`src/design/vgb_pkg.sv`:
```
// Shared types and constants of the vertical Gaussian blur.
// Pixel and row-info structs, register indexes, arithmetic widths.
// No dependencies; used by every module of the block.
`default_nettype none

package vgb_pkg;

    localparam int PIX_W      = 8;
    localparam int NUM_CH     = 3;
    localparam int NUM_OFF    = 5;
    localparam int WC_W       = 17;
    localparam int WO_W       = 16;
    localparam int FW_W       = 12;
    localparam int FH_W       = 16;
    localparam int ROW_W      = 16;
    localparam int OCOL_W     = 11;
    localparam int CFG_IDX_W  = 3;
    localparam int CFG_DATA_W = 17;
    localparam int FRAC_W     = 16;
    // pair sum (9 bit) times weight, and sum of up to six such products
    localparam int PROD_W     = 25;
    localparam int ACC_W      = 28;

    localparam logic [WC_W-1:0] WEIGHT_CENTER_RST = 17'd65536;
    localparam logic [WO_W-1:0] WEIGHT_OFF_RST    = 16'd0;
    localparam logic [FW_W-1:0] FRAME_WIDTH_RST   = 12'd640;
    localparam logic [FH_W-1:0] FRAME_HEIGHT_RST  = 16'd480;

    typedef struct packed {
        logic [PIX_W-1:0] blue;
        logic [PIX_W-1:0] green;
        logic [PIX_W-1:0] red;
    } pix_t;

    typedef struct packed {
        logic [ROW_W-1:0]  row;
        logic [OCOL_W-1:0] col;
        logic              last_row;
        logic              last_col;
    } meta_t;

    typedef enum logic [CFG_IDX_W-1:0] {
        REG_WEIGHT_CENTER,
        REG_WEIGHT_OFF1,
        REG_WEIGHT_OFF2,
        REG_WEIGHT_OFF3,
        REG_WEIGHT_OFF4,
        REG_WEIGHT_OFF5,
        REG_FRAME_WIDTH,
        REG_FRAME_HEIGHT
    } reg_idx_t;

endpackage

`default_nettype wire

```
`src/design/vgb_merge.sv`:
```
// Merge stage: takes the lane results of one pixel and sends them out one
// transaction at a time, lowest row first. Depends on vgb_pkg.
`default_nettype none

module vgb_merge #(
    parameter int NUM_LANES = 6
) (
    input  wire logic                                clk,
    input  wire logic                                rst_n,
    input  wire logic                                in_valid,
    output logic                                     in_ready,
    input  wire logic [NUM_LANES-1:0]                in_mask,
    input  wire vgb_pkg::meta_t                      in_meta,
    input  wire vgb_pkg::pix_t [NUM_LANES-1:0]       in_pix,
    output logic                                     out_valid,
    input  wire logic                                out_ready,
    output logic [vgb_pkg::PIX_W-1:0]                red_out,
    output logic [vgb_pkg::PIX_W-1:0]                green_out,
    output logic [vgb_pkg::PIX_W-1:0]                blue_out,
    output logic [vgb_pkg::ROW_W-1:0]                out_row,
    output logic [vgb_pkg::OCOL_W-1:0]               out_col,
    output logic                                     run_end,
    output logic                                     frame_end
);

    localparam int LW = $clog2(NUM_LANES);

    logic [NUM_LANES-1:0]          mask_reg;
    logic [NUM_LANES-1:0]          rest;
    vgb_pkg::pix_t [NUM_LANES-1:0] pix_reg;
    vgb_pkg::meta_t                meta_reg;
    logic [LW-1:0]                 pick_idx;
    logic                          found;
    logic                          out_free;
    logic                          emit;
    logic                          take;

    logic                          out_valid_reg;
    vgb_pkg::pix_t                 out_pix_reg;
    logic [vgb_pkg::ROW_W-1:0]     out_row_reg;
    logic [vgb_pkg::OCOL_W-1:0]    out_col_reg;
    logic                          run_end_reg;
    logic                          frame_end_reg;

    always_comb
    begin
        pick_idx = '0;
        found    = 1'b0;
        for (int j = 0; j < NUM_LANES; j++)
        begin
            if (!found && mask_reg[j])
            begin
                pick_idx = LW'(j);
                found    = 1'b1;
            end
        end
        rest           = mask_reg;
        rest[pick_idx] = 1'b0;
    end

    assign out_free = !out_valid_reg || out_ready;
    assign emit     = (|mask_reg) && out_free;
    assign in_ready = !(|mask_reg) || (emit && !(|rest));
    assign take     = in_valid && in_ready;

    always_ff @(posedge clk or negedge rst_n)
    begin
        if (!rst_n)
        begin
            mask_reg      <= '0;
            out_valid_reg <= 1'b0;
        end
        else
        begin
            if (take)
                mask_reg <= in_mask;
            else if (emit)
                mask_reg <= rest;

            if (emit)
                out_valid_reg <= 1'b1;
            else if (out_ready)
                out_valid_reg <= 1'b0;
        end
    end

    always_ff @(posedge clk)
    begin
        if (take)
        begin
            pix_reg  <= in_pix;
            meta_reg <= in_meta;
        end
        if (emit)
        begin
            out_pix_reg   <= pix_reg[pick_idx];
            // lane j carries row (newest - radius + j)
            out_row_reg   <= meta_reg.row - vgb_pkg::ROW_W'(NUM_LANES - 1)
                             + vgb_pkg::ROW_W'(pick_idx);
            out_col_reg   <= meta_reg.col;
            run_end_reg   <= !(|rest);
            frame_end_reg <= meta_reg.last_row && meta_reg.last_col
                             && (pick_idx == LW'(NUM_LANES - 1));
        end
    end

    assign out_valid = out_valid_reg;
    assign red_out   = out_pix_reg.red;
    assign green_out = out_pix_reg.green;
    assign blue_out  = out_pix_reg.blue;
    assign out_row   = out_row_reg;
    assign out_col   = out_col_reg;
    assign run_end   = run_end_reg;
    assign frame_end = frame_end_reg;

endmodule

`default_nettype wire

```
`config.mk`:
```
export PLATFORM = sky130hd
export DESIGN_NAME = vgb_merge
export DESIGN_NICKNAME = d
export VERILOG_FILES = /design/src/design/vgb_pkg.sv /design/src/design/vgb_merge.sv
export SDC_FILE = /design/constraint.sdc
export NUM_CORES = 1
export LEC_CHECK = 0
export ABC_AREA = 1
export BUFFER_PORTS_ARGS = -buffer_cell sky130_fd_sc_hd__buf_2
export CAP_MARGIN = 20
export CORE_MARGIN = 4
export CORE_UTILIZATION = 55
export CTS_BUF_LIST = sky130_fd_sc_hd__clkbuf_8
export DETAILED_ROUTE_END_ITERATION = 12
export GPL_ROUTABILITY_DRIVEN = 0
export PLACE_DENSITY_LB_ADDON = 0.15
export SLEW_MARGIN = 30
export SYNTH_ARGS = -nofsm -noshare
export SYNTH_HDL_FRONTEND = slang
export SYNTH_SLANG_ARGS = --single-unit
```
`constraint.sdc`:
```
create_clock -name clk -period 12.2 [get_ports clk]
set_input_delay 1.83 -clock clk [delete_from_list [all_inputs] [get_ports clk]]
set_output_delay 1.83 -clock clk [all_outputs]
set_load 0.05 [all_outputs]
```
After elaboration in Yosys (flattened, before gate mapping):

Index checks and enable logic that the tools add are counted.

* register bits after elaboration: 233

* add/sub/neg operators: 2
* reductions and logical operators: 25
* bitwise gates (word level): 2
* equality and inequality tests: 1
* $lt $le $gt $ge: 2
* multiplexer cells: 18

Operator list (number)
* binary-select mux 24 bit (select 3 bit): 1
* 2-to-1 mux 24 bit: 1
* adder 16 x 3 -> 16 bit: 1
* subtractor 16 x 3 -> 16 bit, second input constant: 1
* 2-to-1 mux 3 bit: 4
* 2-to-1 mux 6 bit: 2
* OR reduction 6 bit: 2
* logical AND 1 bit: 11
* 2-to-1 mux 1 bit: 9
* logical NOT 1 bit: 8
* bitwise AND 6 bit: 1
* inverter 6 bit: 1
* < comparator 3 x 4 -> 1 bit, second input constant: 1
* nonzero test 2 bit: 2
* demux 1 bit (select 3 bit): 1
* == test 3 bit, second input constant: 1
* greater-or-equal comparator 3 x 1 -> 1 bit, second input constant: 1
* logical OR 1 bit: 2

Depth between registers and ports, before layout:

* depth in word-level cells: 28
* mapped depth: 17
* mapped depth without buffers: 16

Least setup slack after synthesis:

OpenSTA, ideal clock, no wires.

* path kind: input to register
* start point: input port out_ready
* end point: register meta_reg[0] in the netlist's numbering, enable pin
* path slack: 5.171 ns
* cell stages on the path: 6
* arrival: 5.465 ns
* cell sequence: inv_1 -> nand2_1 -> nand2_2 -> nand2_4 -> nand2_4 -> clkinv_1

* cells in the longest elaborated chain, start to end: 5

RTL lines
* from (decl): line vgb_merge.sv:16 `input wire logic out_ready,`
* logical OR 1 bit: line vgb_merge.sv:61 `assign out_free = !out_valid_reg || out_ready;`
* logical AND 1 bit: line vgb_merge.sv:62 `assign emit = (|mask_reg) && out_free;`
* logical AND 1 bit: line vgb_merge.sv:63 `assign in_ready = !(|mask_reg) || (emit && !(|rest));`
* logical OR 1 bit: line vgb_merge.sv:63
* named net in_ready: line vgb_merge.sv:11 `output logic in_ready,`
* logical AND 1 bit: line vgb_merge.sv:64 `assign take = in_valid && in_ready;`
* named net take: line vgb_merge.sv:36 `logic take;`
* to (signal assigned): line vgb_merge.sv:92 `meta_reg <= in_meta;`
* to (decl): line vgb_merge.sv:31 `vgb_pkg::meta_t meta_reg;`

The timed path passes the listed nets, and every way through them passes these cells.
A chain may end at the register's enable or synchronous reset.

Worst setup path in the final report:

* start point: input port out_ready
* end point: output port in_ready

* cells in the longest elaborated chain, start to end: 4

RTL lines (line)
* logical OR 1 bit: vgb_merge.sv:61
* logical AND 1 bit: vgb_merge.sv:62
* logical AND 1 bit: vgb_merge.sv:63
* logical OR 1 bit: vgb_merge.sv:63
* to (decl): vgb_merge.sv:11

Every way passes these cells.

==> out/summary.md <==
The total overflow left after global routing is 0. Last element of the critical path: in_ready. STA puts the critical path data arrival time at 2.50 ns. After the first detailed-routing iteration, the DRC count stood at 300.

By area the synthesized netlist is led by sky130_fd_sc_hd__edfxtp_1 (75%), sky130_fd_sc_hd__nand2_1 (4.1%), sky130_fd_sc_hd__ha_1 (2.4%). Headroom to the max-slew limit came out at 36.94%. STA classifies the critical path endpoint as an output port.

The initial utilization of the core area, before any placement, comes to 56.37%. The largest fanout of any net on the critical path was 7; the largest net degree at the start of global routing was 112. For the final-report hold violation count, the log shows 0.

The run gives 1169 as the filler cell count in the final layout. The run gives 33 as the post-synthesis cell type count. The number of buffers on the longest clock path was 3. After routing the design area is 11090 sq um.

Counting every net in the synthesized netlist gives 812. The die span in x was 136.1 um. Met3 global-route usage: 5.107%. Layer with the highest usage after global routing: met2. The critical path in this run is classified as primary input to output port. The initial antenna violation count was 5; the post-cts gate resize count was 0. The slew at the pin closest to its max-slew limit came out at 0.9400 ns. Across all layers, the routed design uses 5750 vias. Adding up every negative setup slack in the final design gives 0 ns. The most common cell in the netlist was sky130_fd_sc_hd__edfxtp_1.

Measured in cells, the most critical reg-to-reg path has a length of 15. Synthesis handed over a netlist of 611 instances. Setup repair after global routing left no endpoint under its margin.

The post-route netlist has 34.26% of its cells at a drive strength greater than 1. The CTS root buffer was sky130_fd_sc_hd__clkbuf_8. The detailed-route wire length per cell was 17.40 um; the count of nets left with antenna violations after detail routing was 0. Of the total synthesized cell area, the portion taken by XOR and XNOR cells is 1.165%. The sequential element share of the synthesized area is 77.18%.

Ranked by instance count, the synthesized netlist is headed by sky130_fd_sc_hd__edfxtp_1 (226), sky130_fd_sc_hd__nand2_1 (99), sky130_fd_sc_hd__nor2_1 (56). The via count of the first global-routing pass was 5950; the met1 routing resource usage after global routing was 25.83%. Summing the areas of all fa, ha and maj instances in the mapped netlist gives 2.580% of the synthesized area.

The first global-routing pass estimated 29.57 mm of wire. The flow ran to the end, and the final reports show no timing, DRC or antenna violations. The die covers 18510 sq um. TritonCTS built the clock tree. The ratio of total power to cell area was 296.6 nW/um^2. The pre-antenna-repair detailed-routing pass consisted of 5 iterations. The most used flip-flop cell after synthesis is sky130_fd_sc_hd__edfxtp_1. The wire length after detailed routing is 19.54 mm, and the detailed placement HPWL is 13.58 mm. After synthesis, the share of flip-flops with an asynchronous set or reset is 3.004%. Via count normalized by instance count: 5.120. After layout, the minimum clock period comes to 4.328 ns.

For this run, design rule violations remaining after detail routing come to 0. VDD sags by at most 0.1558 mV. Type of the tightest min-delay check: flop to flop. At the worst endpoint, the required time is 10.37 ns. The logs give 0 for the post-CTS setup-driven buffer insertion count and 1079 for the final net count. After synthesis the netlist holds a flip-flop and latch count of 233. In this run the number of H-tree levels came out at 2.

For the worst clock skew, the log shows 0.02549 ns. The total of buffers placed on input and output ports is 237. During synthesis, Yosys emitted a total of 0 warnings.

The synthesized design contains 226 enable-type register cells. The register with the most flip-flops in the layout has 144 of them. The basic-gate share of the synthesized area counting and, or, nand and nor cells is 11.19%, and the hold buffer count at cts is 0. The clock latency on the worst-skew pair is 0.52 ns.

Static timing analysis puts the maximum clock frequency at 231.1 MHz. By area, the combinational part of the netlist is dominated by simple AND/OR/NAND/NOR gates. The cell type with the highest aggregate area in the netlist is sky130_fd_sc_hd__edfxtp_1. In the finished design, the share of the clock period the worst path needs comes to 35.47%. Fraction of synthesized cell area taken by the top area cell type: 75.24%. Global routing consumed, on the met2 layer, 35.99% of the routing resources. The count of pins on the block boundary is 238. From bottom edge to top edge, the die measures 136.1 um.

The multiplexer share of the synthesized area is 0%. In this run the critical register-to-register path is launched from mask_reg[1]. The synthesized-area fraction occupied by ao, oa, aoi and oai cells was 5.119%; the register-to-register path setup slack was 8.70 ns. The worst register-to-register path ends at out_row[11].

Across the run, the number of max-cap violations was 0. In this run the cell area measured after placement is 10430 sq um. The synthesized area divided by synthesized cell count came out at 14.76 sq um.

CTS saw 233 sinks. For the number of standard-cell rows in the floorplan, the log shows 46. The overall track demand over capacity in global routing was 20.97%; the number of CTS-inserted buffers was 38.

Startpoint type of the worst setup path: a primary input. Setup violations remaining at the end of the flow were counted as 0. From synthesis to final layout, the design area changed by 22.96%. Summed over all cells, the static leakage comes to 4.593 nW. The total area inside the core boundary comes to 16000 sq um. The final max-slew violation count came out at 0. The most critical setup path has its startpoint at out_ready. Clock-pin slew was measured on the worst setup and hold paths at 0.05 ns. After synthesis the cells add up to 9020 sq um.
-- worst min path at each step --
stage                  end    startpoint  cells after the start  slack (ns)
3_5_place_dp   out_col[10]  meta_reg[12]                      0        0.40
6_report        out_col[9]  meta_reg[11]                      0        0.42
5_1_grt         out_col[6]   meta_reg[8]                      0        0.43
2_1_floorplan   out_col[0]   meta_reg[2]                      0        0.40
4_1_cts        out_col[10]  meta_reg[12]                      0        0.42
3_3_place_gp    out_col[7]   meta_reg[9]                      0        0.40
-- metrics by stage --
stage          setup WS (ns)  hold WS [ns]  power (W)  utilization [%]  instances
6_report               7.872        0.4168   0.003290            69.32       1123
5_1_grt                7.836        0.4329   0.003490            69.30       1122
2_1_floorplan          5.171        0.4003   0.002438                -        611
3_5_place_dp           7.871        0.4045   0.002738            65.19       1054
4_1_cts                7.870        0.4162   0.003326            69.22       1118
3_3_place_gp           7.882        0.4009   0.002682            65.09       1053
-- power breakdown --
group	switching, W	total, W	internal [W]	leakage (nW)
logic	0.000985	0.00130	0.000320	1.96
registers	0.0000870	0.00140	0.00131	2.23
clock network	0.000287	0.000583	0.000297	0.395
total	0.00136	0.00329	0.00193	4.59
-- cells in the final DEF (no fill, tap or decap), types with 3 or more instances in the layout --
| master | n |
|---|---|
| sky130_fd_sc_hd__nand3_1 | 18 |
| sky130_fd_sc_hd__nor2_2 | 4 |
| sky130_fd_sc_hd__ha_1 | 17 |
| sky130_fd_sc_hd__a21oi_1 | 15 |
| sky130_fd_sc_hd__buf_2 | 237 |
| sky130_fd_sc_hd__buf_4 | 3 |
| sky130_fd_sc_hd__nand2_1 | 99 |
| sky130_fd_sc_hd__nand4_1 | 25 |
| sky130_fd_sc_hd__xnor2_1 | 3 |
| sky130_fd_sc_hd__edfxtp_1 | 226 |
| sky130_fd_sc_hd__dfrtp_1 | 7 |
| sky130_fd_sc_hd__o21ai_0 | 10 |
| sky130_fd_sc_hd__inv_2 | 6 |
| sky130_fd_sc_hd__a22oi_1 | 24 |
| sky130_fd_sc_hd__clkinv_2 | 4 |
| sky130_fd_sc_hd__clkinv_1 | 4 |
| sky130_fd_sc_hd__xor2_1 | 9 |
| sky130_fd_sc_hd__inv_1 | 50 |
| sky130_fd_sc_hd__o21ai_1 | 20 |
| sky130_fd_sc_hd__nand2_2 | 3 |
| sky130_fd_sc_hd__nor2_1 | 55 |
| sky130_fd_sc_hd__diode_2 | 5 |
| sky130_fd_sc_hd__clkbuf_8 | 39 |
-- logic make-up after synthesis --
logic type               after synthesis
flip-flops                           233
adder cells (fa/ha/maj)               18
AND/OR/NAND/NOR                      216
XOR/XNOR                              12
AO/OA/AOI/OAI                         76
buffers and inverters                 56
-- worst max-delay path, stage by stage --
cell and delay (ns):
sky130_fd_sc_hd__buf_2 0.08, sky130_fd_sc_hd__inv_1 0.03, sky130_fd_sc_hd__nand2_1 0.11, sky130_fd_sc_hd__nand2_2 0.08, sky130_fd_sc_hd__nand2_4 0.10, sky130_fd_sc_hd__buf_2 0.28
-- per-layer routing --
layer / up-vias / part of all wire (%) / routed length, um
met5: - / 0.036 / 7
met4: 2 / 2.2 / 433
met3: 39 / 7.6 / 1492
met2: 215 / 52 / 10080
met1: 2719 / 39 / 7528
li1: 2775 / - / -
-- final cells by class --
class / count / area, sq um / area share (%)
diodes: 5 / 12.51 / 0.1128
clock buffers: 39 / 536.8 / 4.840
clock inverters: 25 / 108.9 / 0.9815
inverters: 42 / 165.2 / 1.489
multi-input cells: 322 / 1812 / 16.34
flip-flops and latches: 233 / 6962 / 62.77
well taps: 216 / 270.3 / 2.437
repair buffers: 241 / 1224 / 11.03
Power figures use the tool's default switching activity.
